[config.mk]
export PLATFORM = sky130hd
export DESIGN_NAME = analog_keypad_number_entry
export DESIGN_NICKNAME = d
export VERILOG_FILES = /design/src/design/kpd_pkg.sv /design/src/design/kpd_decode.sv /design/src/design/kpd_core.sv /design/src/design/analog_keypad_number_entry.sv
export SDC_FILE = /design/constraint.sdc
export NUM_CORES = 1
export LEC_CHECK = 0
export BUFFER_PORTS_ARGS = -buffer_cell sky130_fd_sc_hd__buf_2
export CORE_AREA = 4 4 109 111
export DETAILED_ROUTE_END_ITERATION = 6
export DIE_AREA = 0 0 113 115
export PLACE_DENSITY_LB_ADDON = 0.15
export REMOVE_ABC_BUFFERS = 1
export SLEW_MARGIN = 20
export SYNTH_ARGS = -nofsm -noshare
export SYNTH_HDL_FRONTEND = slang
export SYNTH_SLANG_ARGS = --single-unit
[constraint.sdc]
create_clock -name i_clk -period 7.1 [get_ports i_clk]
set_clock_uncertainty 0.15 [all_clocks]
set_input_delay 0 -clock i_clk [delete_from_list [all_inputs] [get_ports i_clk]]
set_output_delay 0 -clock i_clk [all_outputs]
set_load 0.05 [all_outputs]
[src/design/kpd_pkg.sv]
package kpd_pkg;

    localparam int ADC_BITS_DEF = 10;
    localparam int CFG_W        = 10;
    localparam int SETTLE_W     = 8;
    localparam int RUN_W        = 8;
    localparam int KEY_W        = 4;
    localparam int VALUE_W      = 10;
    localparam int PROD_W       = 14;
    localparam int IDX_W        = 2;
    localparam int NUM_WIN      = 12;
    localparam int WIN_W        = 10;

    localparam logic [RUN_W-1:0]   RUN_MAX   = 8'd255;
    localparam logic [PROD_W-1:0]  VALUE_MAX = 14'd999;

    localparam logic [KEY_W-1:0] CODE_NONE   = 4'd0;
    localparam logic [KEY_W-1:0] CODE_DIGIT9 = 4'd10;
    localparam logic [KEY_W-1:0] CODE_STAR   = 4'd11;
    localparam logic [KEY_W-1:0] CODE_HASH   = 4'd12;

    localparam logic [IDX_W-1:0] REG_STABLE_DELTA = 2'd0;
    localparam logic [IDX_W-1:0] REG_MIN_LEVEL    = 2'd1;
    localparam logic [IDX_W-1:0] REG_SETTLE_COUNT = 2'd2;

    localparam logic [CFG_W-1:0]    RST_STABLE_DELTA = 10'd6;
    localparam logic [CFG_W-1:0]    RST_MIN_LEVEL    = 10'd33;
    localparam logic [SETTLE_W-1:0] RST_SETTLE_COUNT = 8'd3;

    // Key windows: lo inclusive, hi exclusive
    localparam logic [WIN_W-1:0] WIN_LO [NUM_WIN] = '{
        10'd34, 10'd62, 10'd100, 10'd140, 10'd175, 10'd225,
        10'd294, 10'd330, 10'd410, 10'd480, 10'd843, 10'd901
    };
    localparam logic [WIN_W-1:0] WIN_HI [NUM_WIN] = '{
        10'd60, 10'd100, 10'd135, 10'd170, 10'd220, 10'd289,
        10'd326, 10'd405, 10'd473, 10'd581, 10'd884, 10'd936
    };
    localparam logic [KEY_W-1:0] WIN_CODE [NUM_WIN] = '{
        4'd2, 4'd3, 4'd4, 4'd5, 4'd6, 4'd7,
        4'd8, 4'd9, 4'd10, 4'd1, CODE_STAR, CODE_HASH
    };

    typedef struct packed {
        logic [CFG_W-1:0]    stable_delta;
        logic [CFG_W-1:0]    min_level;
        logic [SETTLE_W-1:0] settle_count;
    } t_cfg;

    // packed so that entry_value lands in the lowest bits
    typedef struct packed {
        logic               send_pulse;
        logic [KEY_W-1:0]   key_code;
        logic               key_event;
        logic [VALUE_W-1:0] entry_value;
    } t_result;

endpackage

[src/design/kpd_decode.sv]
module kpd_decode #(
    parameter int ADC_BITS = kpd_pkg::ADC_BITS_DEF
) (
    input  logic [ADC_BITS-1:0]      i_sample,
    output logic [kpd_pkg::KEY_W-1:0] o_key
);

    // windows are disjoint, so the hits can simply be OR-ed
    always_comb begin
        o_key = kpd_pkg::CODE_NONE;
        for (int i = 0; i < kpd_pkg::NUM_WIN; i++) begin
            if (i_sample >= ADC_BITS'(kpd_pkg::WIN_LO[i]) &&
                i_sample <  ADC_BITS'(kpd_pkg::WIN_HI[i])) begin
                o_key = o_key | kpd_pkg::WIN_CODE[i];
            end
        end
    end

endmodule

[src/design/kpd_core.sv]
module kpd_core #(
    parameter int ADC_BITS = kpd_pkg::ADC_BITS_DEF
) (
    input  logic                  i_clk,
    input  logic                  i_rst_n,
    input  logic                  i_fire,
    input  logic [ADC_BITS-1:0]   i_sample,
    input  kpd_pkg::t_cfg         i_cfg,
    output kpd_pkg::t_result      o_result
);

    logic [ADC_BITS-1:0]              r_prev, n_prev;
    logic [kpd_pkg::RUN_W-1:0]        r_run, n_run;
    logic [kpd_pkg::KEY_W-1:0]        r_held, n_held;
    logic [kpd_pkg::VALUE_W-1:0]      r_value, n_value;

    logic [kpd_pkg::KEY_W-1:0]        key;
    logic [ADC_BITS-1:0]              diff;
    logic                             stable;
    logic [kpd_pkg::PROD_W-1:0]       appended;

    kpd_decode #(.ADC_BITS(ADC_BITS)) u_decode (
        .i_sample (i_sample),
        .o_key    (key)
    );

    assign diff = (i_sample >= r_prev) ? (i_sample - r_prev) : (r_prev - i_sample);
    assign stable = (diff < ADC_BITS'(i_cfg.stable_delta)) &&
                    (i_sample > ADC_BITS'(i_cfg.min_level));
    // value * 10 + digit, digit = code - 1
    assign appended = kpd_pkg::PROD_W'(r_value) * kpd_pkg::PROD_W'(10)
                    + kpd_pkg::PROD_W'(key) - kpd_pkg::PROD_W'(1);

    always_comb begin
        n_prev  = i_sample;
        n_run   = r_run;
        n_held  = r_held;
        n_value = r_value;
        o_result.key_event = 1'b0;
        o_result.key_code  = kpd_pkg::CODE_NONE;
        o_result.send_pulse = 1'b0;
        if (stable) begin
            if (r_run != kpd_pkg::RUN_MAX) begin
                n_run = r_run + 1'b1;
            end
            if (n_run > i_cfg.settle_count && key != kpd_pkg::CODE_NONE && key != r_held) begin
                n_held = key;
                o_result.key_event = 1'b1;
                o_result.key_code  = key;
                if (key <= kpd_pkg::CODE_DIGIT9) begin
                    if (appended <= kpd_pkg::VALUE_MAX) begin
                        n_value = appended[kpd_pkg::VALUE_W-1:0];
                    end
                end else if (key == kpd_pkg::CODE_STAR) begin
                    n_value = '0;
                end else begin
                    o_result.send_pulse = 1'b1;
                end
            end
        end else begin
            n_run  = '0;
            n_held = kpd_pkg::CODE_NONE;
        end
        o_result.entry_value = n_value;
    end

    always_ff @(posedge i_clk) begin
        if (!i_rst_n) begin
            r_prev  <= '0;
            r_run   <= '0;
            r_held  <= kpd_pkg::CODE_NONE;
            r_value <= '0;
        end else if (i_fire) begin
            r_prev  <= n_prev;
            r_run   <= n_run;
            r_held  <= n_held;
            r_value <= n_value;
        end
    end

endmodule

[src/design/analog_keypad_number_entry.sv]
// Resistor-ladder keypad decoder with debounce and 3-digit number entry. Each ADC
// sample request on the slave stream yields exactly one result request on the master
// stream: the entry value after that sample, a key event flag, the key code (digit+1,
// 11 star, 12 hash) and a send pulse for hash. Throughput is one sample per clock when
// the master stream does not stall; a sample is held in the input register, is processed
// against the debounce state in a single pass and appears from the result register.
// Configuration writes are always accepted
// (o_cfg_ready is tied high); index 0 stable_delta, 1 min_level, 2 settle_count,
// index 3 is ignored. Write them only while no samples are in flight.
module analog_keypad_number_entry #(
    parameter int ADC_BITS = kpd_pkg::ADC_BITS_DEF
) (
    input  logic                              i_clk,
    input  logic                              i_rst_n,
    input  logic                              i_s_axis_tvalid,
    output logic                              o_s_axis_tready,
    // [ADC_BITS-1:0] adc_sample, rest zero
    input  logic [((ADC_BITS+7)/8)*8-1:0]     i_s_axis_tdata,
    output logic                              o_m_axis_tvalid,
    input  logic                              i_m_axis_tready,
    // [9:0] entry_value, [10] key_event, [14:11] key_code, [15] send_pulse
    output logic [15:0]                       o_m_axis_tdata,
    input  logic                              i_cfg_valid,
    output logic                              o_cfg_ready,
    input  logic [kpd_pkg::IDX_W-1:0]         i_cfg_index,
    input  logic [kpd_pkg::CFG_W-1:0]         i_cfg_data
);

    kpd_pkg::t_cfg      r_cfg;
    kpd_pkg::t_result   result;
    kpd_pkg::t_result   r_out;
    logic               r_in_valid;
    logic [ADC_BITS-1:0] r_in_sample;
    logic               r_out_valid;
    logic               s_fire;
    logic               advance;

    assign o_cfg_ready = 1'b1;

    always_ff @(posedge i_clk) begin
        if (!i_rst_n) begin
            r_cfg.stable_delta <= kpd_pkg::RST_STABLE_DELTA;
            r_cfg.min_level    <= kpd_pkg::RST_MIN_LEVEL;
            r_cfg.settle_count <= kpd_pkg::RST_SETTLE_COUNT;
        end else if (i_cfg_valid) begin
            case (i_cfg_index)
                kpd_pkg::REG_STABLE_DELTA: r_cfg.stable_delta <= i_cfg_data;
                kpd_pkg::REG_MIN_LEVEL:    r_cfg.min_level    <= i_cfg_data;
                kpd_pkg::REG_SETTLE_COUNT:
                    r_cfg.settle_count <= i_cfg_data[kpd_pkg::SETTLE_W-1:0];
                default: ;
            endcase
        end
    end

    // input stage moves on when the result slot is free or being drained
    assign advance         = r_in_valid && (!r_out_valid || i_m_axis_tready);
    assign o_s_axis_tready = !r_in_valid || advance;
    assign s_fire          = i_s_axis_tvalid && o_s_axis_tready;

    always_ff @(posedge i_clk) begin
        if (!i_rst_n) begin
            r_in_valid  <= 1'b0;
            r_out_valid <= 1'b0;
        end else begin
            r_in_valid  <= s_fire || (r_in_valid && !advance);
            r_out_valid <= advance || (r_out_valid && !i_m_axis_tready);
        end
    end

    always_ff @(posedge i_clk) begin
        if (s_fire) begin
            r_in_sample <= i_s_axis_tdata[ADC_BITS-1:0];
        end
        if (advance) begin
            r_out <= result;
        end
    end

    kpd_core #(.ADC_BITS(ADC_BITS)) u_core (
        .i_clk    (i_clk),
        .i_rst_n  (i_rst_n),
        .i_fire   (advance),
        .i_sample (r_in_sample),
        .i_cfg    (r_cfg),
        .o_result (result)
    );

    assign o_m_axis_tvalid = r_out_valid;
    assign o_m_axis_tdata  = r_out;

endmodule
==> results of run 1 <==
[logic make-up (layout without fill, tap and decap cells)]
logic type | count (synthesis) | count (layout) | share of synthesized area [%]
AOI/OAI and AO/OA | 205 | 205 | 21.9
xor gates and xnor gates | 28 | 28 | 3.76
buffers and inverters | 108 | 171 | 6.46
other | 1 | 1 | 0.0575
muxes | 20 | 20 | 3.14
DFF | 88 | 88 | 31.0
adders and majority gates | 80 | 80 | 15.8
and+or+nand+nor | 240 | 240 | 17.9
[layer usage]
metal / wire (um) / global-route usage (%) / vias up
met2: 7830 / 45.5 / 205
met4: 351 / 7.85 / 0
met3: 994 / 4.47 / 30
met5: 0 / 0 / -
met1: 6920 / 31.0 / 2753
li1: - / - / 2880
[critical path, cell delays in order (launching register included)]
cell and delay (ps):
edfxtp_1 850, inv_1 220, ha_1 440, a21o_1 210
a21oi_1 130, o21ai_0 110, a211oi_2 230, buf_4 280
mux2_2 390, o21ai_0 230, a21boi_0 150, o31ai_1 290
xnor2_1 150, ha_1 190, a2111oi_0 350, o211ai_1 520
a311o_2 550, inv_4 130, nand3_2 230, o2bb2ai_1 260
[cell usage after synthesis (all sizes together), types with 14 or more instances]
cell,instances,area share [%]
ha,76,15
inv,76,4.4
nand2,74,4.3
nor2,63,3.6
a21oi,62,4.8
dfxtp,62,19
o21ai,32,2.5
edfxtp,26,12
clkbuf,22,1.3
xnor2,19,2.5
o2bb2ai,18,2.4
nor3,17,1.3
mux2i,16,2.5
nand3,15,1.3
a21o,14,1.6
[power by group through the flow]
stage / Clock [mW] / Combinational, mW / Sequential, mW
finish: 0.342 / 0.324 / 0.553
global route: 0.370 / 0.361 / 0.556
CTS: 0.351 / 0.320 / 0.553
detailed placement: 0 / 0.305 / 0.564
global placement: 0 / 0.294 / 0.563
floorplan: 0 / 0.218 / 0.566
[through the flow]
stage               total power, mW  instance area (um2)  hold WS, ps
detailed placement            0.869                 6820         39.6
global placement              0.858                 6820         37.6
CTS                            1.22                 7330         23.2
finish                         1.22                 7330         22.8
global route                   1.29                 7330         46.1
floorplan                     0.784                 6390        -88.1
[worst min path at each step]
stage                           start        endpoint  slack (ps)
floorplan                     i_rst_n        r_cfg[0]         -90
global placement    i_s_axis_tdata[7]  r_in_sample[7]          40
detailed placement  i_s_axis_tdata[4]  r_in_sample[4]          40
CTS                       i_cfg_valid        r_cfg[8]          20
global route              i_cfg_valid       r_cfg[20]          50
finish                    i_cfg_valid       r_cfg[19]          20
[final cells by class]
cell class	count	area (um2)	share of cell area (%)
repair buffers	79	563	7.68
well taps	140	175	2.39
multi-input cells	574	4090	55.8
flip-flops and latches	88	2020	27.6
inverters	76	288	3.92
clock inverters	6	52.6	0.717
clock buffers	10	138	1.88
[registers in the layout, indices dropped and copies added, names as in the netlist]
name,cells
o_m_axis_tdata,16
u_core.r_prev,10
r_in_sample,10
r_cfg,28
u_core.r_held,4
r_in_valid,1
u_core.r_run,8
o_m_axis_tvalid,1
u_core.r_value,10
==> impl_metrics.env, run 1 <==
export IMPL_status="completed"
export IMPL_io_buffers=44
export IMPL_dieWidth_um=113
export IMPL_area_growth_synth_to_final_pct=12.3
export IMPL_yosysSeqAreaShare_pct=31.0
export IMPL_drive_above_1_share_pct=9.84
export IMPL_avgSynthCellArea_um2=8.48
export IMPL_clockRootBuffer="clkbuf_8"
export IMPL_drt_iter0_markers=320
export IMPL_ir_worst_vdd_v=0.000118
export IMPL_diodes=0
export IMPL_wl_per_cell_um=16.5
export IMPL_power_leakage_nw=3.12
export IMPL_pre_cts_ws_ps=900
export IMPL_postCtsSetupRepairBufs=0
export IMPL_ys_seq_elements=88
export IMPL_cts_sinks=88
export IMPL_cp_required_ps=7050
export IMPL_drc_errors=0
export IMPL_startpoint_type="flip-flop"
export IMPL_hold_path_class="input port to flip-flop"
export IMPL_critPathLaunch="r_in_sample[5]"
export IMPL_die_area_um2=13000
export IMPL_grt_max_degree=26
export IMPL_globalplace_congestion=0.906
export IMPL_rr_startpoint="r_in_sample[5]"
export IMPL_power_frac_comb_pct=26.6
export IMPL_row_count=38
export IMPL_post_dp_hpwl_um=11800
export IMPL_cts_resized=0
export IMPL_fin_setup_tns_ps=0
export IMPL_yosysWarnings=0
export IMPL_end_kind="flip-flop"
export IMPL_gr_total_overflow=0
export IMPL_synthArstFlopShare_pct=0
export IMPL_final_util_pct=67.9
export IMPL_io_pins=52
export IMPL_maxCapViolations=0
export IMPL_maxSlewHeadroom_pct=26.0
export IMPL_power_switching_mw=0.407
export IMPL_internal_power_mw=0.812
export IMPL_crit_end="o_m_axis_tdata[3]"
export IMPL_finalHoldViolations=0
export IMPL_synth_edf_count=26
export IMPL_powerDensity_nw_per_um2=166
export IMPL_clkLatencyLatePin_ps=370
export IMPL_pwr_share_seq_pct=45.4
export IMPL_min_period_ps=6320
export IMPL_slew_violations=0
export IMPL_grt_pass1_vias=5733
export IMPL_core_area_um2=10800
export IMPL_fillers=878
export IMPL_track_usage_pct=25.3
export IMPL_finalWorstSetupSlack_ps=780
export IMPL_die_height_um=115
export IMPL_syn_inst=770
export IMPL_crit_fanout=22
export IMPL_fin_nets=941
export IMPL_cts_buffers=9
export IMPL_path_clk_slew_ps=90
export IMPL_synth_cell_types=72
export IMPL_rsz0062_at_grt="no"
export IMPL_holdPathStages=3
export IMPL_final_cell_mix="76 x ha_1, 75 x inv_1, 74 x nand2_1"
export IMPL_cts_hold_buffers=32
export IMPL_start_util_pct=60.5
export IMPL_first_pass_iters=5
export IMPL_synth_area_um2=6530
export IMPL_rr_worst_depth=19
export IMPL_worst_slew_pin_slew_ps=1110
export IMPL_max_freq_mhz=158
export IMPL_postRouteAntennaNets=0
export IMPL_antenna_found_initial=0
export IMPL_switching_share_pct=33.4
export IMPL_wl_um=16100
export IMPL_vias=5868
export IMPL_synthFlopType="dfxtp_1"
export IMPL_cp_arrival_ps=6270
export IMPL_vias_per_cell=6.03
export IMPL_final_common_cell="ha_1"
export IMPL_rr_endpoint="o_m_axis_tdata[3]"
export IMPL_fin_crit_sh_pct=89.0
export IMPL_layout_cells_non_filler=973
export IMPL_cts_max_path_buffers=2
export IMPL_reg2reg_slack_ps=780
export IMPL_htreeDepth=3
export IMPL_tritoncts="yes"
export IMPL_critPathKind="flip-flop to flip-flop"
export IMPL_grt_first_pass_wirelength_um=26800
export IMPL_setup_viol=0
export IMPL_p_clk_share_pct=28.0
export IMPL_dp_cells=925
Note: power is estimated with default switching activity, not from simulation.
==> run 2: changes to the inputs <==
--- a/config.mk
+++ b/config.mk
@@ -5,10 +5,11 @@
 export SDC_FILE = /design/constraint.sdc
 export NUM_CORES = 1
 export LEC_CHECK = 0
-export BUFFER_PORTS_ARGS = -buffer_cell sky130_fd_sc_hd__buf_2
-export CORE_AREA = 4 4 109 111
+export ABC_CLOCK_PERIOD_IN_PS = 7100
+export CORE_AREA = 4 4 106 108
 export DETAILED_ROUTE_END_ITERATION = 6
-export DIE_AREA = 0 0 113 115
+export DIE_AREA = 0 0 110 112
+export DONT_BUFFER_PORTS = 1
 export PLACE_DENSITY_LB_ADDON = 0.15
 export REMOVE_ABC_BUFFERS = 1
 export SLEW_MARGIN = 20
==> run 2 against run 1 <==
Final cell count fell by 3.8%. Global-route usage grew 3.4 points. Count of clock-buffer cells in the layout shrank 1. Via count decreased by 0.82%. Utilization is 2.2 points higher. Combinational power is 2% lower. First-iteration DRC count grew 77%. Clock power fell by 8.2%. Sequential share of layout area increased by 0.62 points. Sequential power is 2% higher. Largest power group unchanged. Highest routed layer unchanged.
==> impl_metrics.env, run 2 (synthesis results as in run 1) <==
export IMPL_end_kind="flip-flop"
export IMPL_row_count=37
export IMPL_grt_first_pass_wirelength_um=28400
export IMPL_crit_fanout=11
export IMPL_worst_slew_pin_slew_ps=939
export IMPL_min_period_ps=6240
export IMPL_io_buffers=0
export IMPL_cts_hold_buffers=37
export IMPL_slowest_delay_ps=540
export IMPL_cts_max_path_buffers=2
export IMPL_startpoint_type="flip-flop"
export IMPL_clockRootBuffer="clkbuf_8"
export IMPL_post_route_cell_area_um2=7170
export IMPL_cpMaxStageDelayCell="edfxtp_1"
export IMPL_final_cell_mix="76 x ha_1, 75 x inv_1, 74 x nand2_1"
export IMPL_drc_errors=0
export IMPL_maxCapViolations=0
export IMPL_total_power_mw=1.19
export IMPL_drt_iter0_markers=566
export IMPL_die_area_um2=12300
export IMPL_powerDensity_nw_per_um2=166
export IMPL_core_area_um2=10200
export IMPL_dp_cells=881
export IMPL_io_pins=52
export IMPL_max_freq_mhz=160
export IMPL_fin_crit_sh_pct=87.9
export IMPL_postRouteAntennaNets=0
export IMPL_cts_resized=0
export IMPL_grt_max_degree=45
export IMPL_cp_cell_sequence="inv_1, ha_1, inv_1, fa_1, a21o_1, a21oi_1, a21oi_1, a211oi_2, buf_4, mux2_2, o21ai_0, a21boi_0, o31ai_1, xnor2_1, ha_1, a2111oi_0, o211ai_1, a311o_2, inv_4, nand3_2, a21o_1"
export IMPL_fin_setup_tns_ps=0
export IMPL_ir_worst_vdd_v=0.000190
export IMPL_grt_pass1_vias=5860
export IMPL_top_register="r_cfg"
export IMPL_htreeDepth=3
export IMPL_drive_above_1_share_pct=5.14
export IMPL_antenna_found_initial=1
export IMPL_largest_reg_flops=28
export IMPL_cts_buffers=9
export IMPL_wl_per_cell_um=18.0
export IMPL_area_growth_synth_to_final_pct=9.89
export IMPL_path_clk_slew_ps=100
export IMPL_dieWidth_um=110
export IMPL_cp_arrival_ps=6200
export IMPL_fin_nets=906
export IMPL_slew_violations=0
export IMPL_layout_cells_non_filler=936
export IMPL_power_leakage_nw=2.96
export IMPL_post_dp_hpwl_um=11900
export IMPL_tritoncts="yes"
export IMPL_wl_um=16900
export IMPL_clkLatencyLatePin_ps=370
export IMPL_hold_path_class="input port to flip-flop"
export IMPL_vias=5820
export IMPL_critPathKind="flip-flop to flip-flop"
export IMPL_first_pass_iters=5
export IMPL_die_height_um=112
export IMPL_postCtsSetupRepairBufs=0
export IMPL_rsz0062_at_grt="no"
export IMPL_globalplace_congestion=0.911
export IMPL_finalHoldViolations=0
export IMPL_placed_area_um2=6620
export IMPL_cts_sinks=88
export IMPL_maxSlewHeadroom_pct=37.1
export IMPL_vias_per_cell=6.22
export IMPL_cp_required_ps=7070
export IMPL_status="completed"
export IMPL_gr_total_overflow=0
export IMPL_track_usage_pct=28.7
export IMPL_setup_viol=0
export IMPL_fillers=808
export IMPL_start_util_pct=63.8
export IMPL_final_common_cell="ha_1"
## run 2: metal layers
layer  part of all wire, %  GRT usage (%)  routed length [um]
met1                    42           35.4                7010
met2                    50           49.6                8490
met3                   5.6           5.28                 946
met4                   2.5           9.73                 414
met5                     0              0                   0
## run 2: worst paths after layout
kind / slack [ps] / end / cells past startpoint / start
setup / recovery: 860 / o_m_axis_tdata[2] / 21 / r_in_sample[0]
setup reg to reg: 860 / o_m_axis_tdata[2] / 21 / r_in_sample[0]
hold reg to reg: 310 / r_cfg[10] / 2 / r_cfg[10]
hold / removal: 100 / r_in_sample[6] / 1 / i_s_axis_tdata[6]
## run 2: layout make-up
class                           count  area (um2)  area share [%]
Antenna cell                        2        5.00          0.0698
Clock buffer                        9         124            1.73
Clock inverter                      7        46.3           0.645
Inverter                           76         288            4.01
Multi-Input combinational cell    574        4090            57.1
Sequential cell                    88        2020            28.2
Tap cell                          136         170            2.37
Timing Repair Buffer               44         423            5.90
## run 2: power by group
group	switching, mW	internal, mW	total [mW]	leakage (nW)
combinational	0.184	0.133	0.316	2.11
sequential	0.0297	0.532	0.562	0.768
clock	0.187	0.127	0.314	0.0831
## run 2: critical path: cells and delay by family (launching register included)
family | cells | cell delay (ps)
AO/OA/AOI/OAI | 11 | 3030
adder cells (fa/ha/maj) | 3 | 860
buffers and inverters | 4 | 650
flip-flops | 1 | 540
multiplexers | 1 | 370
AND/OR/NAND/NOR | 1 | 230
XOR/XNOR | 1 | 140
## run 2: metrics by stage
stage | setup WS, ps | util, % | hold slack [ps]
floorplan | 1430 | - | -88.1
global placement | 1140 | 64.7 | -81.9
detailed placement | 963 | 64.7 | -79.0
CTS | 918 | 70.0 | 91.7
global route | 406 | 70.1 | 81.7
finish | 861 | 70.1 | 102
